--- config.mk ---
export PLATFORM = sky130hd
export DESIGN_NAME = two_way_traffic_light_pedestrian_top_flat
export DESIGN_NICKNAME = d
export VERILOG_FILES = /design/src/rtl/tlp_pkg.sv /design/src/rtl/tlp_channels.sv /design/src/rtl/two_way_traffic_light_pedestrian_top.sv /design/src/flat_wrapper.sv
export SDC_FILE = /design/constraint.sdc
export NUM_CORES = 1
export LEC_CHECK = 0
export BUFFER_PORTS_ARGS = -buffer_cell sky130_fd_sc_hd__buf_2
export CAP_MARGIN = 10
export CORE_MARGIN = 2
export CORE_UTILIZATION = 49
export CTS_CLUSTER_SIZE = 40
export DETAILED_ROUTE_END_ITERATION = 16
export PLACE_DENSITY_LB_ADDON = 0.3
export SYNTH_ARGS = -nofsm -noshare
export SYNTH_HDL_FRONTEND = slang
export SYNTH_SLANG_ARGS = --single-unit
--- constraint.sdc ---
create_clock -name clk -period 8.03 [get_ports clk]
set_input_delay 2.0075 -clock clk [delete_from_list [all_inputs] [get_ports clk]]
set_output_delay 2.0075 -clock clk [all_outputs]
set_load 0.05 [all_outputs]
--- src/rtl/tlp_pkg.sv ---
`timescale 1ns / 1ps
// ----------------------------------------------------------------------------
// tlp_pkg: shared types and constants of the traffic light controller
// Lamp phase codes, register indexes, register reset values and widths.
// ----------------------------------------------------------------------------
package tlp_pkg;

	localparam int TIMER_BITS_DEF = 16;
	localparam int DUR_W          = 16;
	localparam int NUM_REGS       = 7;
	localparam int REG_IDX_W      = 3;

	typedef enum logic [1:0] {
		PH_RED    = 2'd0,
		PH_YELLOW = 2'd1,
		PH_GREEN  = 2'd2
	} phase_t;

	typedef enum logic [REG_IDX_W-1:0] {
		REG_A_GREEN  = 3'd0,
		REG_A_YELLOW = 3'd1,
		REG_A_RED    = 3'd2,
		REG_B_GREEN  = 3'd3,
		REG_B_YELLOW = 3'd4,
		REG_B_RED    = 3'd5,
		REG_WALK     = 3'd6
	} reg_idx_t;

	typedef logic [DUR_W-1:0] dur_t;

	localparam dur_t RST_A_GREEN  = 16'd11000;
	localparam dur_t RST_A_YELLOW = 16'd2000;
	localparam dur_t RST_A_RED    = 16'd7000;
	localparam dur_t RST_B_GREEN  = 16'd5000;
	localparam dur_t RST_B_YELLOW = 16'd2000;
	localparam dur_t RST_B_RED    = 16'd13000;
	localparam dur_t RST_WALK     = 16'd5000;

endpackage

--- src/rtl/tlp_channels.sv ---
`timescale 1ns / 1ps
// ----------------------------------------------------------------------------
// tlp channels: valid/ready interfaces of the traffic light controller
// Tick channel carries the button level, light channel the lamp states.
// ----------------------------------------------------------------------------
interface tlp_in_if;
	logic valid;
	logic ready;
	logic button_level;

	modport source (output valid, output button_level, input ready);
	modport sink (input valid, input button_level, output ready);
endinterface

interface tlp_out_if;
	logic       valid;
	logic       ready;
	logic [1:0] road_a_color;
	logic [1:0] road_b_color;
	logic       walk_lamp;

	modport source (output valid, output road_a_color, output road_b_color,
		output walk_lamp, input ready);
	modport sink (input valid, input road_a_color, input road_b_color,
		input walk_lamp, output ready);
endinterface

--- src/rtl/two_way_traffic_light_pedestrian_top.sv ---
`timescale 1ns / 1ps
// ----------------------------------------------------------------------------
// two_way_traffic_light_pedestrian_top: two road lights with pedestrian walk
//
//   channel  dir  payload                                   handshake
//   tick     in   button_level                              valid/ready
//   lights   out  road_a_color, road_b_color, walk_lamp     valid/ready
//   cfg      in   cfg_index, cfg_data                       cfg_we
//
// One tick is accepted every cycle while lights is not stalled.
// The tick goes through an input register, one pass of timer and phase logic
// updates the state and loads the output register.
// Reset loads the default durations, A green, B red, walk off, timers zero.
// A stall on lights holds the output register; tick still takes one more
// transfer into the input register, if that is empty, before ready drops.
// ----------------------------------------------------------------------------
module two_way_traffic_light_pedestrian_top
	import tlp_pkg::*;
#(
	parameter int TIMER_BITS = TIMER_BITS_DEF
) (
	input  logic                 clk,
	input  logic                 arst_n,
	tlp_in_if.sink               tick,
	tlp_out_if.source            lights,
	input  logic                 cfg_we,
	input  logic [REG_IDX_W-1:0] cfg_index,
	input  logic [DUR_W-1:0]     cfg_data
);

	localparam int CMP_W = (TIMER_BITS > DUR_W) ? TIMER_BITS : DUR_W;

	typedef logic [TIMER_BITS-1:0] tmr_t;

	localparam tmr_t TMR_MAX = {TIMER_BITS{1'b1}};

	// configuration
	dur_t cfg_q [NUM_REGS];

	// pipeline control and payload
	logic   valid_s1, valid_s2;
	logic   button_s1;
	phase_t a_color_s2, b_color_s2;
	logic   walk_s2;
	logic   adv, fire, in_xfer;

	// controller state
	phase_t a_ph_q, b_ph_q;
	tmr_t   a_tmr_q, b_tmr_q, w_tmr_q;
	logic   walk_q, rp_q, riy_q, serve_a_q, serve_b_q;

	phase_t a_ph_n, b_ph_n;
	tmr_t   a_tmr_n, b_tmr_n, w_tmr_n;
	logic   walk_n, rp_n, riy_n, serve_a_n, serve_b_n;

	tmr_t   a_tmr_t, b_tmr_t, w_tmr_t;
	dur_t   a_dur, b_dur;
	logic   a_done, b_done, w_done, any_yellow;

	function automatic logic reached(input tmr_t t, input dur_t d);
		reached = CMP_W'(t) >= CMP_W'(d);
	endfunction

	function automatic tmr_t sat_inc(input tmr_t t);
		sat_inc = (t == TMR_MAX) ? t : t + 1'b1;
	endfunction

	always_ff @(posedge clk or negedge arst_n) begin
		if (!arst_n) begin
			cfg_q[REG_A_GREEN]  <= RST_A_GREEN;
			cfg_q[REG_A_YELLOW] <= RST_A_YELLOW;
			cfg_q[REG_A_RED]    <= RST_A_RED;
			cfg_q[REG_B_GREEN]  <= RST_B_GREEN;
			cfg_q[REG_B_YELLOW] <= RST_B_YELLOW;
			cfg_q[REG_B_RED]    <= RST_B_RED;
			cfg_q[REG_WALK]     <= RST_WALK;
		end else if (cfg_we && ({1'b0, cfg_index} < (REG_IDX_W+1)'(NUM_REGS))) begin
			cfg_q[cfg_index] <= cfg_data;
		end
	end

	// pipeline handshake
	assign adv          = !valid_s2 || lights.ready;
	assign fire         = valid_s1 && adv;
	assign tick.ready   = !valid_s1 || adv;
	assign in_xfer      = tick.valid && tick.ready;

	always_ff @(posedge clk or negedge arst_n) begin
		if (!arst_n) begin
			valid_s1 <= 1'b0;
			valid_s2 <= 1'b0;
		end else begin
			if (tick.ready) begin
				valid_s1 <= tick.valid;
			end
			if (adv) begin
				valid_s2 <= valid_s1;
			end
		end
	end

	always_ff @(posedge clk) begin
		if (in_xfer) begin
			button_s1 <= tick.button_level;
		end
		if (fire) begin
			a_color_s2 <= a_ph_n;
			b_color_s2 <= b_ph_n;
			walk_s2    <= walk_n;
		end
	end

	assign lights.valid        = valid_s2;
	assign lights.road_a_color = a_color_s2;
	assign lights.road_b_color = b_color_s2;
	assign lights.walk_lamp    = walk_s2;

	// state register
	always_ff @(posedge clk or negedge arst_n) begin
		if (!arst_n) begin
			a_ph_q    <= PH_GREEN;
			b_ph_q    <= PH_RED;
			a_tmr_q   <= '0;
			b_tmr_q   <= '0;
			w_tmr_q   <= '0;
			walk_q    <= 1'b0;
			rp_q      <= 1'b0;
			riy_q     <= 1'b0;
			serve_a_q <= 1'b0;
			serve_b_q <= 1'b0;
		end else if (fire) begin
			a_ph_q    <= a_ph_n;
			b_ph_q    <= b_ph_n;
			a_tmr_q   <= a_tmr_n;
			b_tmr_q   <= b_tmr_n;
			w_tmr_q   <= w_tmr_n;
			walk_q    <= walk_n;
			rp_q      <= rp_n;
			riy_q     <= riy_n;
			serve_a_q <= serve_a_n;
			serve_b_q <= serve_b_n;
		end
	end

	// duration of the current phase of each road
	always_comb begin
		unique case (a_ph_q)
			PH_RED:    a_dur = cfg_q[REG_A_RED];
			PH_YELLOW: a_dur = cfg_q[REG_A_YELLOW];
			PH_GREEN:  a_dur = cfg_q[REG_A_GREEN];
			default:   a_dur = cfg_q[REG_A_RED];
		endcase
		unique case (b_ph_q)
			PH_RED:    b_dur = cfg_q[REG_B_RED];
			PH_YELLOW: b_dur = cfg_q[REG_B_YELLOW];
			PH_GREEN:  b_dur = cfg_q[REG_B_GREEN];
			default:   b_dur = cfg_q[REG_B_RED];
		endcase
	end

	assign a_tmr_t    = sat_inc(a_tmr_q);
	assign b_tmr_t    = sat_inc(b_tmr_q);
	assign w_tmr_t    = sat_inc(w_tmr_q);
	assign a_done     = reached(a_tmr_t, a_dur);
	assign b_done     = reached(b_tmr_t, b_dur);
	assign w_done     = reached(w_tmr_t, cfg_q[REG_WALK]);
	assign any_yellow = (a_ph_q == PH_YELLOW) || (b_ph_q == PH_YELLOW);

	// next state for one tick
	always_comb begin
		a_ph_n    = a_ph_q;
		b_ph_n    = b_ph_q;
		a_tmr_n   = a_tmr_t;
		b_tmr_n   = b_tmr_t;
		w_tmr_n   = w_tmr_t;
		walk_n    = walk_q;
		rp_n      = rp_q;
		riy_n     = riy_q;
		serve_a_n = serve_a_q;
		serve_b_n = serve_b_q;

		priority if (any_yellow && button_s1 && !rp_q && !riy_q) begin
			riy_n = 1'b1;
		end else if (button_s1 && !riy_q && !rp_q) begin
			rp_n = 1'b1;
		end else if (serve_a_q || serve_b_q) begin
			if (w_done) begin
				serve_a_n = 1'b0;
				serve_b_n = 1'b0;
				rp_n      = 1'b0;
				walk_n    = 1'b0;
				a_tmr_n   = '0;
				b_tmr_n   = '0;
				if (serve_a_q) begin
					a_ph_n = PH_GREEN;
				end else begin
					b_ph_n = PH_GREEN;
				end
			end
		end else begin
			// road a first; road b sees the request flags road a leaves
			if (a_done) begin
				unique case (a_ph_q)
					PH_RED: begin
						if (rp_q) begin
							serve_a_n = 1'b1;
							walk_n    = 1'b1;
							w_tmr_n   = '0;
						end else begin
							if (riy_q) begin
								riy_n = 1'b0;
								rp_n  = 1'b1;
							end
							a_ph_n  = PH_GREEN;
							a_tmr_n = '0;
						end
					end
					PH_YELLOW: begin
						a_ph_n  = PH_RED;
						a_tmr_n = '0;
					end
					PH_GREEN: begin
						a_ph_n  = PH_YELLOW;
						a_tmr_n = '0;
					end
					default: begin
						a_ph_n  = PH_YELLOW;
						a_tmr_n = '0;
					end
				endcase
			end
			if (b_done) begin
				unique case (b_ph_q)
					PH_RED: begin
						if (rp_n) begin
							serve_b_n = 1'b1;
							walk_n    = 1'b1;
							w_tmr_n   = '0;
						end else begin
							if (riy_n) begin
								riy_n = 1'b0;
								rp_n  = 1'b1;
							end
							b_ph_n  = PH_GREEN;
							b_tmr_n = '0;
						end
					end
					PH_YELLOW: begin
						b_ph_n  = PH_RED;
						b_tmr_n = '0;
					end
					PH_GREEN: begin
						b_ph_n  = PH_YELLOW;
						b_tmr_n = '0;
					end
					default: begin
						b_ph_n  = PH_YELLOW;
						b_tmr_n = '0;
					end
				endcase
			end
		end
	end

endmodule

--- src/flat_wrapper.sv ---
// flat-port wrapper written by rule: the top's interface ports become plain ports
module two_way_traffic_light_pedestrian_top_flat import tlp_pkg::*;
#(
	parameter int TIMER_BITS = TIMER_BITS_DEF
)
  (clk, arst_n, cfg_we, cfg_index, cfg_data, tick_valid, tick_button_level, tick_ready, lights_valid, lights_road_a_color, lights_road_b_color, lights_walk_lamp, lights_ready);
  tlp_in_if tick_i ();
  tlp_out_if lights_i ();
  input  logic clk;
  input  logic arst_n;
  input  logic cfg_we;
  input  logic [REG_IDX_W-1:0] cfg_index;
  input  logic [DUR_W-1:0] cfg_data;
  input wire logic [$bits(tick_i.valid)-1:0] tick_valid;
  input wire logic [$bits(tick_i.button_level)-1:0] tick_button_level;
  output wire logic [$bits(tick_i.ready)-1:0] tick_ready;
  output wire logic [$bits(lights_i.valid)-1:0] lights_valid;
  output wire logic [$bits(lights_i.road_a_color)-1:0] lights_road_a_color;
  output wire logic [$bits(lights_i.road_b_color)-1:0] lights_road_b_color;
  output wire logic [$bits(lights_i.walk_lamp)-1:0] lights_walk_lamp;
  input wire logic [$bits(lights_i.ready)-1:0] lights_ready;
  assign tick_i.valid = tick_valid;
  assign tick_i.button_level = tick_button_level;
  assign tick_ready = tick_i.ready;
  assign lights_valid = lights_i.valid;
  assign lights_road_a_color = lights_i.road_a_color;
  assign lights_road_b_color = lights_i.road_b_color;
  assign lights_walk_lamp = lights_i.walk_lamp;
  assign lights_i.ready = lights_ready;
  two_way_traffic_light_pedestrian_top #(.TIMER_BITS(TIMER_BITS)) u_core (.clk(clk), .arst_n(arst_n), .tick(tick_i), .lights(lights_i), .cfg_we(cfg_we), .cfg_index(cfg_index), .cfg_data(cfg_data));
endmodule
==> impl_metrics.toml <==
[route]
drtPass1Iterations = 5
drt_wl_total_um = 22700
drtAntennaViolNets = 0
routed_via_density = 5.89
wl_per_cell_um = 18.6
drc = 0
drt-initial-drc-count = 426
vias = 7205

[synthesis]
synth_compound_area_share_pct = 14.5
synth_fa_ha_area_share_pct = 7.20
synth.avg_cell_area_um2 = 10.7
synthDominantCellAreaShare_pct = 32.1
synth-xor-area-share_pct = 3.01
synth_cell_type_count = 70
synth_nets = 1009
synth_cells = 927
async_flop_share_pct = 96.6
synthMuxAreaShare_pct = 13.7
syn_area_um2 = 9900
synth_edf_count = 6
synth_top_family_by_area = "compound AO/OA/AOI/OAI gates"
synth-seq-cells = 177
synth-seq-area-share_pct = 45.6
synth_area_leader_cell = "dfrtp_1"
synth_area_leaders = "dfrtp_1 (32%), mux2_2 (14%), dfstp_2 (12%), ha_1 (7.2%), nand2_1 (3.5%)"
synth_simple_gate_area_share_pct = 12.9
synth_ff_type = "dfrtp_1"
synth.yosys.warnings = 0

[min_path]
hold_start = "u_core.cfg_q[30]"
holdPathStages = 1
min_path_type = "reg2reg"
worstHoldEndpoint = "u_core.cfg_q[30]"

[global_routing]
antenna_found_initial = 0
grt_pass1_wl_um = 38200
grt_max_degree = 62
grt_remaining_overflow = 0
grt_pass1_vias = 7239
gr-usage-all-layers_pct = 22.4

[place]
dp_slack_ps = 3510
hpwlAfterDp_um = 15500
place.gp.congestion = 0.859
numPortBuffers = 31

[setup_path]
r2r_end = "u_core.b_tmr_q[4]"
cp-end-kind = "primary output"
crit_slowest_cell = "buf_2"
cp_max_fo = 3
crit_buf_inv = 2
cp_common_cell = "buf_2"
cp_slowest_stage_delay_ps = 230
rr_worst_depth = 12
cp_cell_sequence = "buf_2, nand3b_1, buf_2"
worstSetupPathType = "in2out"
crit_family = "buffers and inverters"
reg2reg_from = "u_core.a_ph_q[1]"
worstPathArrival_ps = 2510
cp.required_ps = 6020
r2r_slack_ps = 3560
start_kind = "input port"

[timing]
fin_crit_sh_pct = 56.3
period_needed_ps = 4520
setup_violations = 0
slew_violations = 0
finClkSkew_ps = 17.6
rsz0062_at_grt = "no"
worst_pin_slew_ps = 993
finalHoldViolCount = 0
timing.fmax_mhz = 221
tns_ps = 0
slew_headroom_pct = 33.5
layout_setup_ws_ps = 3510

[die]
num_rows = 51
initial_utilization_pct = 50.4
dieArea_um2 = 21400
core_um2 = 19700
die_x_um = 146
die_y_um = 146
ios = 32

[cells_and_area]
drive_gt1_share_pct = 27.5
area_growth_pct = 10.0
antenna_cells = 0
fin_nets = 1027

[clock_network]
cts_tree = "built"
ctsResizeCount = 0
htree_levels = 4
root_buffer = "clkbuf_16"
cts_hold_buffers = 0
cts_buffers = 17
cts_sinks = 177
path_clk_slew_ps = 70
clock_path_buffers = 2
postCtsSetupBuffers = 0
clk_latency_ps = 440

[status]
status = "completed"

[power_and_ir_drop]
ir_worst_vdd_mv = 0.173
p_leak_nw = 4.72
powerDensity_nw_per_um2 = 290

[job]
cap_viol_max_count = 0
logic make-up after synthesis:
logic type               Yosys count
AO/OA/AOI/OAI                    205
multiplexers                     121
AND/OR/NAND/NOR                  256
XOR/XNOR                          34
buffers and inverters             77
flip-flops                       177
adder cells (fa/ha/maj)           57
worst register-to-register path, delay by kind of cell (launching register included):
family / cells / cell delay [ps]
adders and majority gates: 2 / 1130
DFF: 1 / 590
buffers and inverters: 1 / 90
and+or+nand+nor: 2 / 250
AOI/OAI and AO/OA: 7 / 2270
area by class of cell:
cell class | instances | area (um2)
fill | 1713 | 8760
multi-input combinational | 673 | 5100
sequential | 177 | 4510
clock buffer | 17 | 425
tap | 265 | 332
timing repair buffer | 39 | 221
clock inverter | 15 | 165
inverter | 37 | 139
worst max path at each step:
stage / endpoint / cells after the start / startpoint / slack (ps)
5_1_grt: u_core.b_tmr_q[4] / 13 / u_core.b_tmr_q[0] / 3180
4_1_cts: tick_ready / 3 / lights_ready / 3510
2_1_floorplan: tick_ready / 1 / lights_ready / 3530
3_5_place_dp: tick_ready / 3 / lights_ready / 3510
3_3_place_gp: tick_ready / 3 / lights_ready / 3520
6_report: tick_ready / 3 / lights_ready / 3510
stage by stage:
stage | util [%] | total power, mW | cell area, um2 | hold WS (ps) | std cells
after floorplan | - | 2.00 | 9900 | 457 | 927
after global placement | 52.4 | 2.30 | 10300 | 482 | 1191
after detailed placement | 52.4 | 2.34 | 10300 | 487 | 1191
after CTS | 55.4 | 3.17 | 10900 | 507 | 1223
after global routing | 55.4 | 3.38 | 10900 | 517 | 1223
final | 55.4 | 3.16 | 10900 | 502 | 1223
cells in the mapped netlist (9+ instances only):
| master | number |
|---|---|
| xnor2_1 | 23 |
| ha_1 | 57 |
| nor2_1 | 57 |
| a22o_1 | 23 |
| o21ai_0 | 52 |
| nand3_1 | 31 |
| a22oi_1 | 32 |
| nand2b_1 | 10 |
| xor2_1 | 11 |
| nor3_1 | 9 |
| dfstp_2 | 44 |
| nand2_1 | 93 |
| nand4_1 | 13 |
| clkbuf_1 | 29 |
| a21oi_1 | 23 |
| mux2_2 | 119 |
| inv_1 | 37 |
| dfrtp_1 | 127 |
layer usage:
metal	track usage, %	share of wire (%)	vias up
met1	32.0	47	3638
li1	-	-	3415
met4	5.34	1.0	0
met3	3.50	3.0	18
met5	0	0	-
met2	35.9	48	134
power breakdown:
| group | total [mW] | internal, mW | switching, mW | leakage [nW] |
|---|---|---|---|---|
| clock network | 0.822 | 0.417 | 0.404 | 0.290 |
| logic | 1.07 | 0.441 | 0.626 | 2.32 |
| registers | 1.27 | 1.12 | 0.149 | 2.12 |
sequential cells by signal, indices dropped and copies added, names as in the netlist:
signal	cells
u_core.lights.valid	1
u_core.b_ph_q	2
u_core.walk_q	1
u_core.rp_q	1
u_core.w_tmr_q	16
u_core.a_ph_q	2
u_core.serve_a_q	1
u_core.a_tmr_q	16
u_core.b_tmr_q	16
u_core.lights.road_a_color	2
u_core.valid_s1	1
u_core.cfg_q	112
u_core.lights.road_b_color	2
u_core.serve_b_q	1
u_core.button_s1	1
u_core.riy_q	1
u_core.lights.walk_lamp	1
cells in the final DEF (no fill, tap or decap), types with 5 or more instances in the layout:
cell type  netlist  layout
a21oi_1         23      23
xnor2_1         23      23
dfstp_2         44      44
mux2_2         119     119
nand4_1         13      13
o21ai_0         52      52
nand2b_1        10      10
xor2_1          11      11
o21a_1           7       7
nand3_1         31      31
a211oi_1         6       6
nor3_1           9       7
o211ai_1         5       5
and3_1           7       7
buf_4            2       8
inv_1           37      37
nor2_1          57      57
nand2_1         93      92
buf_2            5      30
o21ai_1          6       6
clkbuf_16        0      17
o22ai_1          5       5
edfxtp_1         6       6
a22oi_1         32      32
and2_1           5       5
a31oi_1          5       5
ha_1            57      57
a22o_1          23      23
dfrtp_1        127     127
No activity file was read; power rests on OpenSTA's default activity.
